===== src/hdl/lfs_pkg.sv =====
// Shared types, codes and constants for the launcher fire sequencer.
// No dependencies; every other file imports this package.
`default_nettype none

package lfs_pkg;

  // Timer width and the width used for timer compares
  localparam int unsigned TimerBits = 20;
  localparam int unsigned TimeoutW  = 20;
  localparam int unsigned CmpW      = (TimerBits > TimeoutW) ? TimerBits : TimeoutW;

  // Configuration port
  localparam int unsigned AddrW = 4;
  localparam int unsigned DataW = 32;

  // Register indexes (paddr[3:2])
  localparam logic [1:0] RegSpinup   = 2'd0;
  localparam logic [1:0] RegTimeout  = 2'd1;
  localparam logic [1:0] RegPower    = 2'd2;
  localparam logic [1:0] RegNeutral  = 2'd3;

  // Input modes
  localparam logic [2:0] ModeTick   = 3'd0;
  localparam logic [2:0] ModeArm    = 3'd1;
  localparam logic [2:0] ModeDisarm = 3'd2;
  localparam logic [2:0] ModeFire   = 3'd3;
  localparam logic [2:0] ModeSetPush = 3'd4;

  // Sequence phases
  localparam logic [1:0] PhIdle = 2'd0;
  localparam logic [1:0] PhSpin = 2'd1;
  localparam logic [1:0] PhPush = 2'd2;

  // Result events
  typedef enum logic [2:0] {
    EvNone       = 3'd0,
    EvNotArmed   = 3'd1,
    EvStarted    = 3'd2,
    EvComplete   = 3'd3,
    EvAutoDisarm = 3'd4,
    EvBusy       = 3'd5
  } event_e;

  // Pulse widths, power clamp and reset values
  localparam logic [10:0] FlyStopUs   = 11'd1000;
  localparam logic [10:0] FlyMaxUs    = 11'd1800;
  localparam logic [11:0] PushDriveUs = 12'd2500;
  localparam logic [6:0]  PowerClamp  = 7'd80;
  localparam logic [15:0] SpinupRst   = 16'd1200;
  localparam logic [19:0] TimeoutRst  = 20'd60000;
  localparam logic [6:0]  PowerRst    = 7'd50;
  localparam logic [11:0] NeutralRst  = 12'd1500;
  localparam logic [15:0] PushTimeRst = 16'd500;

  // Configuration register set
  typedef struct packed {
    logic [15:0] spin_delay_ms;
    logic [19:0] idle_timeout_ms;
    logic [6:0]  flywheel_power_pct;
    logic [11:0] pusher_neutral_us;
  } cfg_t;

  // One result beat
  typedef struct packed {
    logic        armed;
    logic [1:0]  phase;
    logic [10:0] flywheel_us;
    logic        pusher_enabled;
    logic [11:0] pusher_us;
    event_e      event_res;
  } res_t;

endpackage

`default_nettype wire


===== src/hdl/lfs_cfg_regs.sv =====
// APB-style configuration registers of the launcher fire sequencer.
// Depends on lfs_pkg.
`default_nettype none

module lfs_cfg_regs
  import lfs_pkg::*;
(
  input  wire logic             clk_i,
  input  wire logic             rst_ni,
  input  wire logic             psel,
  input  wire logic             penable,
  input  wire logic             pwrite,
  input  wire logic [AddrW-1:0] paddr,
  input  wire logic [DataW-1:0] pwdata,
  output      logic [DataW-1:0] prdata,
  output      logic             pready,
  output      cfg_t             cfg_o
);

  cfg_t cfg_q;
  logic wr_en;

  assign pready = 1'b1;
  assign wr_en  = psel & penable & pwrite & pready;
  assign cfg_o  = cfg_q;

  // Register writes on the access phase
  always_ff @(posedge clk_i or negedge rst_ni) begin
    if (!rst_ni) begin
      cfg_q.spin_delay_ms      <= SpinupRst;
      cfg_q.idle_timeout_ms    <= TimeoutRst;
      cfg_q.flywheel_power_pct <= PowerRst;
      cfg_q.pusher_neutral_us  <= NeutralRst;
    end else if (wr_en) begin
      case (paddr[3:2])
        RegSpinup:  cfg_q.spin_delay_ms      <= pwdata[15:0];
        RegTimeout: cfg_q.idle_timeout_ms    <= pwdata[19:0];
        RegPower:   cfg_q.flywheel_power_pct <= pwdata[6:0];
        RegNeutral: cfg_q.pusher_neutral_us  <= pwdata[11:0];
        default: ;
      endcase
    end
  end

  // Read mux
  always_comb begin
    case (paddr[3:2])
      RegSpinup:  prdata = {16'd0, cfg_q.spin_delay_ms};
      RegTimeout: prdata = {12'd0, cfg_q.idle_timeout_ms};
      RegPower:   prdata = {25'd0, cfg_q.flywheel_power_pct};
      RegNeutral: prdata = {20'd0, cfg_q.pusher_neutral_us};
      default:    prdata = '0;
    endcase
  end

endmodule

`default_nettype wire


===== src/hdl/lfs_core.sv =====
// Sequencer state and its combinational next-state update for one accepted beat.
// Depends on lfs_pkg; produces the result beat for the output buffer.
`default_nettype none

module lfs_core
  import lfs_pkg::*;
(
  input  wire logic        clk_i,
  input  wire logic        rst_ni,
  input  wire logic        accept_i,
  input  wire logic [2:0]  mode_i,
  input  wire logic [15:0] duration_ms_i,
  input  wire cfg_t        cfg_i,
  output      res_t        res_o
);

  logic                 armed_q, armed_d;
  logic [1:0]           phase_q, phase_d;
  logic [TimerBits-1:0] ph_el_q, ph_el_d;
  logic [TimerBits-1:0] idle_el_q, idle_el_d;
  logic [15:0]          push_time_q, push_time_d;
  logic [10:0]          fly_q, fly_d;
  logic                 pusher_q, pusher_d;

  logic [TimerBits-1:0] idle_inc, ph_inc;
  logic [6:0]           pct_clamped;
  logic [10:0]          fly_raw, fire_us;
  event_e               ev;

  // Saturating timer increments
  assign idle_inc = (idle_el_q == '1) ? idle_el_q : idle_el_q + 1'b1;
  assign ph_inc   = (ph_el_q == '1) ? ph_el_q : ph_el_q + 1'b1;

  // Power percent to flywheel pulse
  assign pct_clamped = (cfg_i.flywheel_power_pct > PowerClamp) ? PowerClamp
                                                               : cfg_i.flywheel_power_pct;
  assign fly_raw = FlyStopUs + 11'(pct_clamped) * 11'd10;
  assign fire_us = (fly_raw > FlyMaxUs) ? FlyMaxUs : fly_raw;

  // Next state
  always_comb begin
    armed_d     = armed_q;
    phase_d     = phase_q;
    ph_el_d     = ph_el_q;
    idle_el_d   = idle_el_q;
    push_time_d = push_time_q;
    fly_d       = fly_q;
    pusher_d    = pusher_q;
    ev          = EvNone;
    case (mode_i)
      ModeTick: begin
        idle_el_d = idle_inc;
        if (armed_q && phase_q == PhIdle &&
            CmpW'(idle_inc) > CmpW'(cfg_i.idle_timeout_ms)) begin
          armed_d  = 1'b0;
          phase_d  = PhIdle;
          fly_d    = FlyStopUs;
          pusher_d = 1'b0;
          ev       = EvAutoDisarm;
        end else if (phase_q == PhSpin) begin
          ph_el_d = ph_inc;
          if (CmpW'(ph_inc) >= CmpW'(cfg_i.spin_delay_ms)) begin
            phase_d  = PhPush;
            pusher_d = 1'b1;
            ph_el_d  = '0;
          end
        end else if (phase_q == PhPush) begin
          ph_el_d = ph_inc;
          if (CmpW'(ph_inc) >= CmpW'(push_time_q)) begin
            phase_d  = PhIdle;
            pusher_d = 1'b0;
            fly_d    = FlyStopUs;
            ev       = EvComplete;
          end
        end
      end
      ModeArm: begin
        armed_d   = 1'b1;
        fly_d     = FlyStopUs;
        idle_el_d = '0;
      end
      ModeDisarm: begin
        armed_d  = 1'b0;
        phase_d  = PhIdle;
        fly_d    = FlyStopUs;
        pusher_d = 1'b0;
      end
      ModeFire: begin
        if (!armed_q) begin
          ev = EvNotArmed;
        end else if (phase_q != PhIdle) begin
          ev = EvBusy;
        end else begin
          if (duration_ms_i != '0) push_time_d = duration_ms_i;
          fly_d     = fire_us;
          phase_d   = PhSpin;
          ph_el_d   = '0;
          idle_el_d = '0;
          ev        = EvStarted;
        end
      end
      ModeSetPush: begin
        push_time_d = duration_ms_i;
      end
      default: ;
    endcase
  end

  // State registers
  always_ff @(posedge clk_i or negedge rst_ni) begin
    if (!rst_ni) begin
      armed_q     <= 1'b0;
      phase_q     <= PhIdle;
      ph_el_q     <= '0;
      idle_el_q   <= '0;
      push_time_q <= PushTimeRst;
      fly_q       <= FlyStopUs;
      pusher_q    <= 1'b0;
    end else if (accept_i) begin
      armed_q     <= armed_d;
      phase_q     <= phase_d;
      ph_el_q     <= ph_el_d;
      idle_el_q   <= idle_el_d;
      push_time_q <= push_time_d;
      fly_q       <= fly_d;
      pusher_q    <= pusher_d;
    end
  end

  // Result beat reflects state after the item
  always_comb begin
    res_o.armed          = armed_d;
    res_o.phase          = phase_d;
    res_o.flywheel_us    = fly_d;
    res_o.pusher_enabled = pusher_d;
    res_o.pusher_us      = pusher_d ? PushDriveUs : cfg_i.pusher_neutral_us;
    res_o.event_res      = ev;
  end

endmodule

`default_nettype wire


===== src/hdl/lfs_out_buf.sv =====
// Two-entry output buffer (main register plus skid) for result beats.
// Depends on lfs_pkg.
`default_nettype none

module lfs_out_buf
  import lfs_pkg::*;
(
  input  wire logic clk_i,
  input  wire logic rst_ni,
  input  wire logic in_valid_i,
  output      logic in_ready_o,
  input  wire res_t in_res_i,
  output      logic out_valid_o,
  input  wire logic out_ready_i,
  output      res_t out_res_o
);

  res_t main_q, skid_q;
  logic main_v_q, skid_v_q;
  logic push, pop;

  assign in_ready_o  = !skid_v_q;
  assign push        = in_valid_i & in_ready_o;
  assign pop         = main_v_q & out_ready_i;
  assign out_valid_o = main_v_q;
  assign out_res_o   = main_q;

  // Valid flags
  always_ff @(posedge clk_i or negedge rst_ni) begin
    if (!rst_ni) begin
      main_v_q <= 1'b0;
      skid_v_q <= 1'b0;
    end else if (skid_v_q) begin
      if (pop) skid_v_q <= 1'b0;
    end else if (push) begin
      if (!main_v_q || pop) main_v_q <= 1'b1;
      else                  skid_v_q <= 1'b1;
    end else if (pop) begin
      main_v_q <= 1'b0;
    end
  end

  // Payload
  always_ff @(posedge clk_i) begin
    if (skid_v_q) begin
      if (pop) main_q <= skid_q;
    end else if (push) begin
      if (!main_v_q || pop) main_q <= in_res_i;
      else                  skid_q <= in_res_i;
    end
  end

endmodule

`default_nettype wire


===== src/hdl/launcher_fire_sequencer.sv =====
// Launcher fire sequencer: one state update per beat with one result each.
// Depends on lfs_pkg, lfs_cfg_regs, lfs_core and lfs_out_buf.
//
// Each input beat (a 1 ms tick or a command) is taken on a handshake and
// yields exactly one registered result beat. A new beat can be accepted
// every cycle while the skid entry is empty; the sequencer state is updated
// by one short combinational pass per beat, and a two-entry output buffer
// lets input keep flowing while a result waits, so throughput is one beat
// per cycle as long as the consumer keeps up. Configuration registers sit at
// byte offsets 0x0 spin-up, 0x4 idle timeout, 0x8 power percent and 0xC
// pusher neutral pulse; write them only while no beat is in flight.
`default_nettype none

module launcher_fire_sequencer
  import lfs_pkg::*;
(
  input  wire logic             clk_i,
  input  wire logic             rst_ni,
  input  wire logic             psel,
  input  wire logic             penable,
  input  wire logic             pwrite,
  input  wire logic [AddrW-1:0] paddr,
  input  wire logic [DataW-1:0] pwdata,
  output      logic [DataW-1:0] prdata,
  output      logic             pready,
  input  wire logic             in_valid_i,
  output      logic             in_ready_o,
  input  wire logic [2:0]       mode_i,
  input  wire logic [15:0]      duration_ms_i,
  output      logic             out_valid_o,
  input  wire logic             out_ready_i,
  output      logic             armed_o,
  output      logic [1:0]       phase_o,
  output      logic [10:0]      flywheel_us_o,
  output      logic             pusher_enabled_o,
  output      logic [11:0]      pusher_us_o,
  output      logic [2:0]       event_res_o
);

  cfg_t cfg;
  res_t core_res, out_res;
  logic accept;

  assign accept = in_valid_i & in_ready_o;

  lfs_cfg_regs u_cfg (
    .clk_i   (clk_i),
    .rst_ni  (rst_ni),
    .psel    (psel),
    .penable (penable),
    .pwrite  (pwrite),
    .paddr   (paddr),
    .pwdata  (pwdata),
    .prdata  (prdata),
    .pready  (pready),
    .cfg_o   (cfg)
  );

  lfs_core u_core (
    .clk_i         (clk_i),
    .rst_ni        (rst_ni),
    .accept_i      (accept),
    .mode_i        (mode_i),
    .duration_ms_i (duration_ms_i),
    .cfg_i         (cfg),
    .res_o         (core_res)
  );

  lfs_out_buf u_out (
    .clk_i       (clk_i),
    .rst_ni      (rst_ni),
    .in_valid_i  (in_valid_i),
    .in_ready_o  (in_ready_o),
    .in_res_i    (core_res),
    .out_valid_o (out_valid_o),
    .out_ready_i (out_ready_i),
    .out_res_o   (out_res)
  );

  // Result fields to ports
  assign armed_o          = out_res.armed;
  assign phase_o          = out_res.phase;
  assign flywheel_us_o    = out_res.flywheel_us;
  assign pusher_enabled_o = out_res.pusher_enabled;
  assign pusher_us_o      = out_res.pusher_us;
  assign event_res_o      = out_res.event_res;

endmodule

`default_nettype wire


===== config.mk =====
export PLATFORM = sky130hd
export DESIGN_NAME = launcher_fire_sequencer
export DESIGN_NICKNAME = d
export VERILOG_FILES = /design/src/hdl/lfs_pkg.sv /design/src/hdl/lfs_cfg_regs.sv /design/src/hdl/lfs_core.sv /design/src/hdl/lfs_out_buf.sv /design/src/hdl/launcher_fire_sequencer.sv
export SDC_FILE = /design/constraint.sdc
export NUM_CORES = 1
export LEC_CHECK = 0
export BUFFER_PORTS_ARGS = -buffer_cell sky130_fd_sc_hd__buf_4
export CAP_MARGIN = 10
export CORE_MARGIN = 2
export CORE_UTILIZATION = 45
export CTS_CLUSTER_SIZE = 20
export DETAILED_ROUTE_END_ITERATION = 12
export GPL_TIMING_DRIVEN = 0
export PLACE_DENSITY = 0.7
export SYNTH_ARGS = -nofsm -noshare
export SYNTH_HDL_FRONTEND = slang
export SYNTH_HIERARCHICAL = 1
export SYNTH_SLANG_ARGS = --single-unit

===== constraint.sdc =====
create_clock -name clk_i -period 5.21 [get_ports clk_i]
set_input_delay 0.7815 -clock clk_i [delete_from_list [all_inputs] [get_ports clk_i]]
set_output_delay 0.7815 -clock clk_i [all_outputs]
set_load 0.01 [all_outputs]

### Yosys cells after proc, flatten, opt, wreduce, memory -nomap -nowiden

Index checks and enable logic that the tools add are counted.

| word-level totals | value |
|---|---|
| register bits after elaboration | 188 |
| input port bits | 62 |
| output and inout bits | 65 |

| operators by class | value |
|---|---|
| $add $sub $neg | 3 |
| multipliers | 1 |
| order comparisons | 5 |
| equal/unequal tests | 18 |
| muxes and demuxes | 59 |
| bitwise logic cells | 6 |
| reductions and logical operators | 27 |

Operator list:

| cell | count |
|---|---|
| two-way mux 20 bit | 8 |
| case mux 32 bit (4 select lines) | 1 |
| two-way mux 30 bit | 4 |
| two-way mux 11 bit | 7 |
| case mux 20 bit (3 select lines) | 1 |
| two-way mux 16 bit | 3 |
| adder 20 x 1 -> 20 bit (second input constant) | 2 |
| equality test 20 bit (second input constant) | 2 |
| greater-or-equal comparator 20 x 16 -> 1 bit | 2 |
| case mux 20 bit (2 select lines) | 1 |
| case mux 11 bit (3 select lines) | 1 |
| case mux 16 bit (2 select lines) | 1 |
| greater-than comparator 20 bit | 1 |
| two-way mux 2 bit | 8 |
| nonzero test 16 bit | 1 |
| two-way mux 3 bit | 5 |
| two-way mux 1 bit | 13 |
| two-way mux 12 bit | 1 |
| nonzero test 2 bit | 6 |
| adder 10 x 11 -> 11 bit (first input constant) | 1 |
| greater-than comparator 11 bit (second input constant) | 1 |
| multiplier 7 x 3 -> 10 bit (second input constant) | 1 |
| AND reduction 3 bit | 3 |
| AND reduction 2 bit | 4 |
| other kinds (26) | 41 |

### Logic depth before layout (Yosys ltp)

| depth | value |
|---|---|
| word-level depth | 12 |
| mapped depth | 20 |
| depth with buffers taken out | 19 |

### Cells and area by module

The synthesis kept the hierarchy.

By module, submodules not included:

| module | times used | cells an instance | area each (um2) |
|---|---|---|---|
| lfs_core | 1 | 778 | 6256.0 |
| lfs_cfg_regs | 1 | 176 | 2582.5 |
| lfs_out_buf | 1 | 106 | 2409.8 |
| launcher_fire_sequencer | 1 | 1 | 6.3 |

### Worst setup path after synthesis

No wires, ideal clock.

| timing | value |
|---|---|
| kind | reg2reg |
| from | reg u_core.idle_el_q[0] |
| to | reg u_out.main_q (netlist bit u_out/out_res_o[10]) (data pin) |
| library setup time | 0.260 ns |
| arrival | 4.103 ns |
| data required time | 4.950 ns |
| path slack | 0.847 ns |
| stages on the path, launching flop included | 19 |
| buffers on the path | 2 |
| path through | dfrtp_1 ha_1 nand3_1 nor2_1 and4_1 clkbuf_1 nor4_1 nand3_1 xnor2_1 ha_1 nand4_1 nor4_1 o2bb2ai_1 o31ai_4 and3_1 o21bai_2 buf_6 or2_1 mux2_4 |

RTL lines:

| element | line | text |
|---|---|---|
| from (decl) | lfs_core.sv:20 | `logic [TimerBits-1:0] idle_el_q, idle_el_d;` |
| from (signal assigned) | lfs_core.sv:123 | `idle_el_q <= idle_el_d;` |
| to (signal assigned) | lfs_out_buf.sv:46 | `if (pop) main_q <= skid_q;` |
| to (signal assigned) | lfs_out_buf.sv:48 | `if (!main_v_q \|\| pop) main_q <= in_res_i;` |
| to (decl) | lfs_out_buf.sv:18 | `res_t main_q, skid_q;` |

==> impl_metrics.ini <==
[power]
power_leakage_uw = 0.00576
irDropWorstVdd_uv = 277
powerDensity_nw_per_um2 = 448

[setup_path]
crit_chain = ha_1 -> nand3_1 -> nor2_1 -> and4_2 -> nor3_4 -> and3_1 -> nand3_1 -> xnor2_1 -> ha_1 -> nand4_1 -> nor4_4 -> a21oi_1 -> or2_2 -> o31ai_4 -> and3_4 -> o21bai_2 -> buf_6 -> nor2_1 -> mux2_4
crit_fanout = 10
slowest_delay_ns = 0.45
crit_required_ns = 5.40
cp-start-kind = register
end_kind = register
arrival_ns = 5.09
path_class = reg2reg
slowest_stage = dfrtp_1

[floorplanning]
io_pins = 127
die_w_um = 162
core_area_um2 = 24500
design.die.area_um2 = 26300
rows = 57
die_h_um = 162
start_util_pct = 46.0

[run_status]
status = finished clean

[synth]
synth_commonest_cells = nand2_1 (107), dfrtp_1 (95), inv_1 (76), nor2_1 (70), ha_1 (67)
synthTopCellsByArea = dfrtp_1 (21%), edfxtp_1 (16%), dfstp_2 (7.7%)
synthesis.area_um2 = 11300
yosysUniqueCellTypes = 80
yosysTopAreaCell = dfrtp_1
syn_avg_cell_area_um2 = 10.6
ys_ff_latch = 188
synth.most_common_cell = nand2_1
synth_flop_cell = dfrtp_1
synth_edf_count = 60
yosys_warnings = 6
async_flop_share_pct = 68.1
yosys.area.top_type_share_pct = 21.1
ys_seq_area_share_pct = 44.8
syn_inst = 1061

[clocking]
clock_sinks = 188
cts_buffer_depth = 2
cts-resized-gates = 2
cts_tree = built
htreeDepth = 4
clock_latency_ns = 0.44
cts_root_buffer = clkbuf_16
postCtsSetupRepairBufs = 0
numCtsBuffers = 17
holdBufCountCts = 0
clkTransAtPathRegs_ns = 0.07

[sta]
setup_tns_ns = 0
tightestPinTransition_ns = 0.942
min_period_over_period_pct = 94.0
fin_worst_skew_ns = 0.0134
slew_headroom_pct = 36.9
hold_viol = 0
hold_slack_ns = 0.244
finalMaxSlewViolations = 0
fmax_mhz = 204
min_period_ns = 4.90
finalSetupViolations = 0
setup_ws_ns = 0.314

[drt]
viasPerCell = 5.54
drt_iter0_markers = 635
drc = 0
wl_um = 26500
routed-via-count = 8477
postRouteAntennaNets = 0
wl_per_cell_um = 17.3
firstDrtPassIters = 5

[place]
dp_cells = 1498
place_ws_ns = -0.183
io_buffers = 99
finalWeightedCongestion = 0.890
place_hpwl_um = 19700

[finish]
antenna_cells = 0
fillers = 2153
final_nets = 1322
syn2layout_area_growth_pct = 17.1
final_util_pct = 53.9
drive_gt1_share_pct = 27.3
final-instance-count-excl-fill = 1529

[grt]
grt_remaining_overflow = 0
grt_use_total_pct = 20.6
grt_max_degree = 91
grt_pass1_vias = 8313
grt_antenna_before_repair = 0
grt_pass1_wl_um = 43000

[worst_hold_path]
worst_hold_path_type = in2async

[run]
maxCapViolCount = 0
## sequential cells by signal, indices dropped and copies added (netlist names)
name and cells:
u_core/armed_q 1, u_core/fly_q 11, u_out/skid_q 30, u_core/pusher_q 1, u_core/idle_el_q 20, u_core/push_time_q 16
u_core/ph_el_q 20, u_cfg/cfg_o 55, u_core/phase_q 2, u_out/out_res_o 30, u_out/out_valid_o 1, u_out/skid_v_q 1
## path summary, 6_finish.rpt
kind / depth (start not counted) / endpoint / start / slack (ns)
setup / recovery: 19 / u_out/out_res_o[3] / u_core/idle_el_q[0] / 0.31
hold / removal: 1 / u_core/idle_el_q[18] / rst_ni / 0.24
setup reg to reg: 19 / u_out/out_res_o[3] / u_core/idle_el_q[0] / 0.31
hold reg to reg: 1 / u_core/fly_q[0] / u_core/fly_q[0] / 0.49
max in group asynchronous: 2 / u_cfg/cfg_o[30] / rst_ni / 4.16
min in group clk_i: 1 / u_core/fly_q[0] / u_core/fly_q[0] / 0.49
## critical path: cells and delay by family, from the launching register on
family          cells  cell delay, ns
flops               1            0.45
fa+ha+maj           2            0.58
mux                 1            0.26
buf+inv             1            0.19
compound gates      3            0.43
xor+xnor            1            0.16
simple gates       11            2.57
## metal layers
layer | GRT usage (%) | share of wire, % | vias to the layer above
li1 | - | - | 4054
met1 | 27.7 | 45 | 4135
met2 | 34.3 | 49 | 250
met3 | 3.58 | 4.4 | 38
met4 | 6.19 | 1.8 | 0
met5 | 0 | 0 | -
## report_power, final
part	internal, uW	switching, uW
sequential	2040	222
combinational	1050	1220
clock	737	639
total	3820	2090
## cell type report
class / instances / area, um2 / share of cell area, %
multi-input combinational: 757 / 5680 / 43.1
sequential: 188 / 5050 / 38.3
timing repair buffer: 102 / 801 / 6.08
clock buffer: 17 / 425 / 3.23
tap: 324 / 405 / 3.08
buffer: 50 / 344 / 2.61
inverter: 76 / 285 / 2.16
clock inverter: 15 / 196 / 1.49
## per-stage QoR
step / power, uW / cell area (um2)
after floorplan: 3810 / 11300
after global placement: 4460 / 12400
after detailed placement: 4540 / 12500
after CTS: 5940 / 13200
after global routing: 6270 / 13200
final: 5910 / 13200
## cell usage in the layout, fill, tap and decap left out, types with 31 or more instances in the layout
| cell type | Yosys | routed |
|---|---|---|
| buf_4 | 19 | 117 |
| dfstp_2 | 33 | 33 |
| nor2_1 | 70 | 69 |
| nand2_1 | 107 | 107 |
| ha_1 | 67 | 67 |
| mux2_2 | 59 | 59 |
| a21oi_1 | 42 | 42 |
| o21ai_0 | 61 | 61 |
| edfxtp_1 | 60 | 60 |
| dfrtp_1 | 95 | 95 |
| nand3_1 | 31 | 31 |
| inv_1 | 76 | 76 |
## logic make-up (layout without fill, tap and decap cells)
| family | after synthesis | in the layout | synth area share (%) |
|---|---|---|---|
| buf+inv | 127 | 260 | 5.61 |
| compound gates | 203 | 203 | 12.3 |
| xor+xnor | 34 | 34 | 2.77 |
| simple gates | 337 | 337 | 15.1 |
| mux | 102 | 102 | 11.7 |
| other cells | 2 | 13 | 0.0667 |
| flops | 188 | 188 | 44.8 |
| fa+ha+maj | 68 | 68 | 7.63 |
No activity file was read; power rests on OpenSTA's default activity.
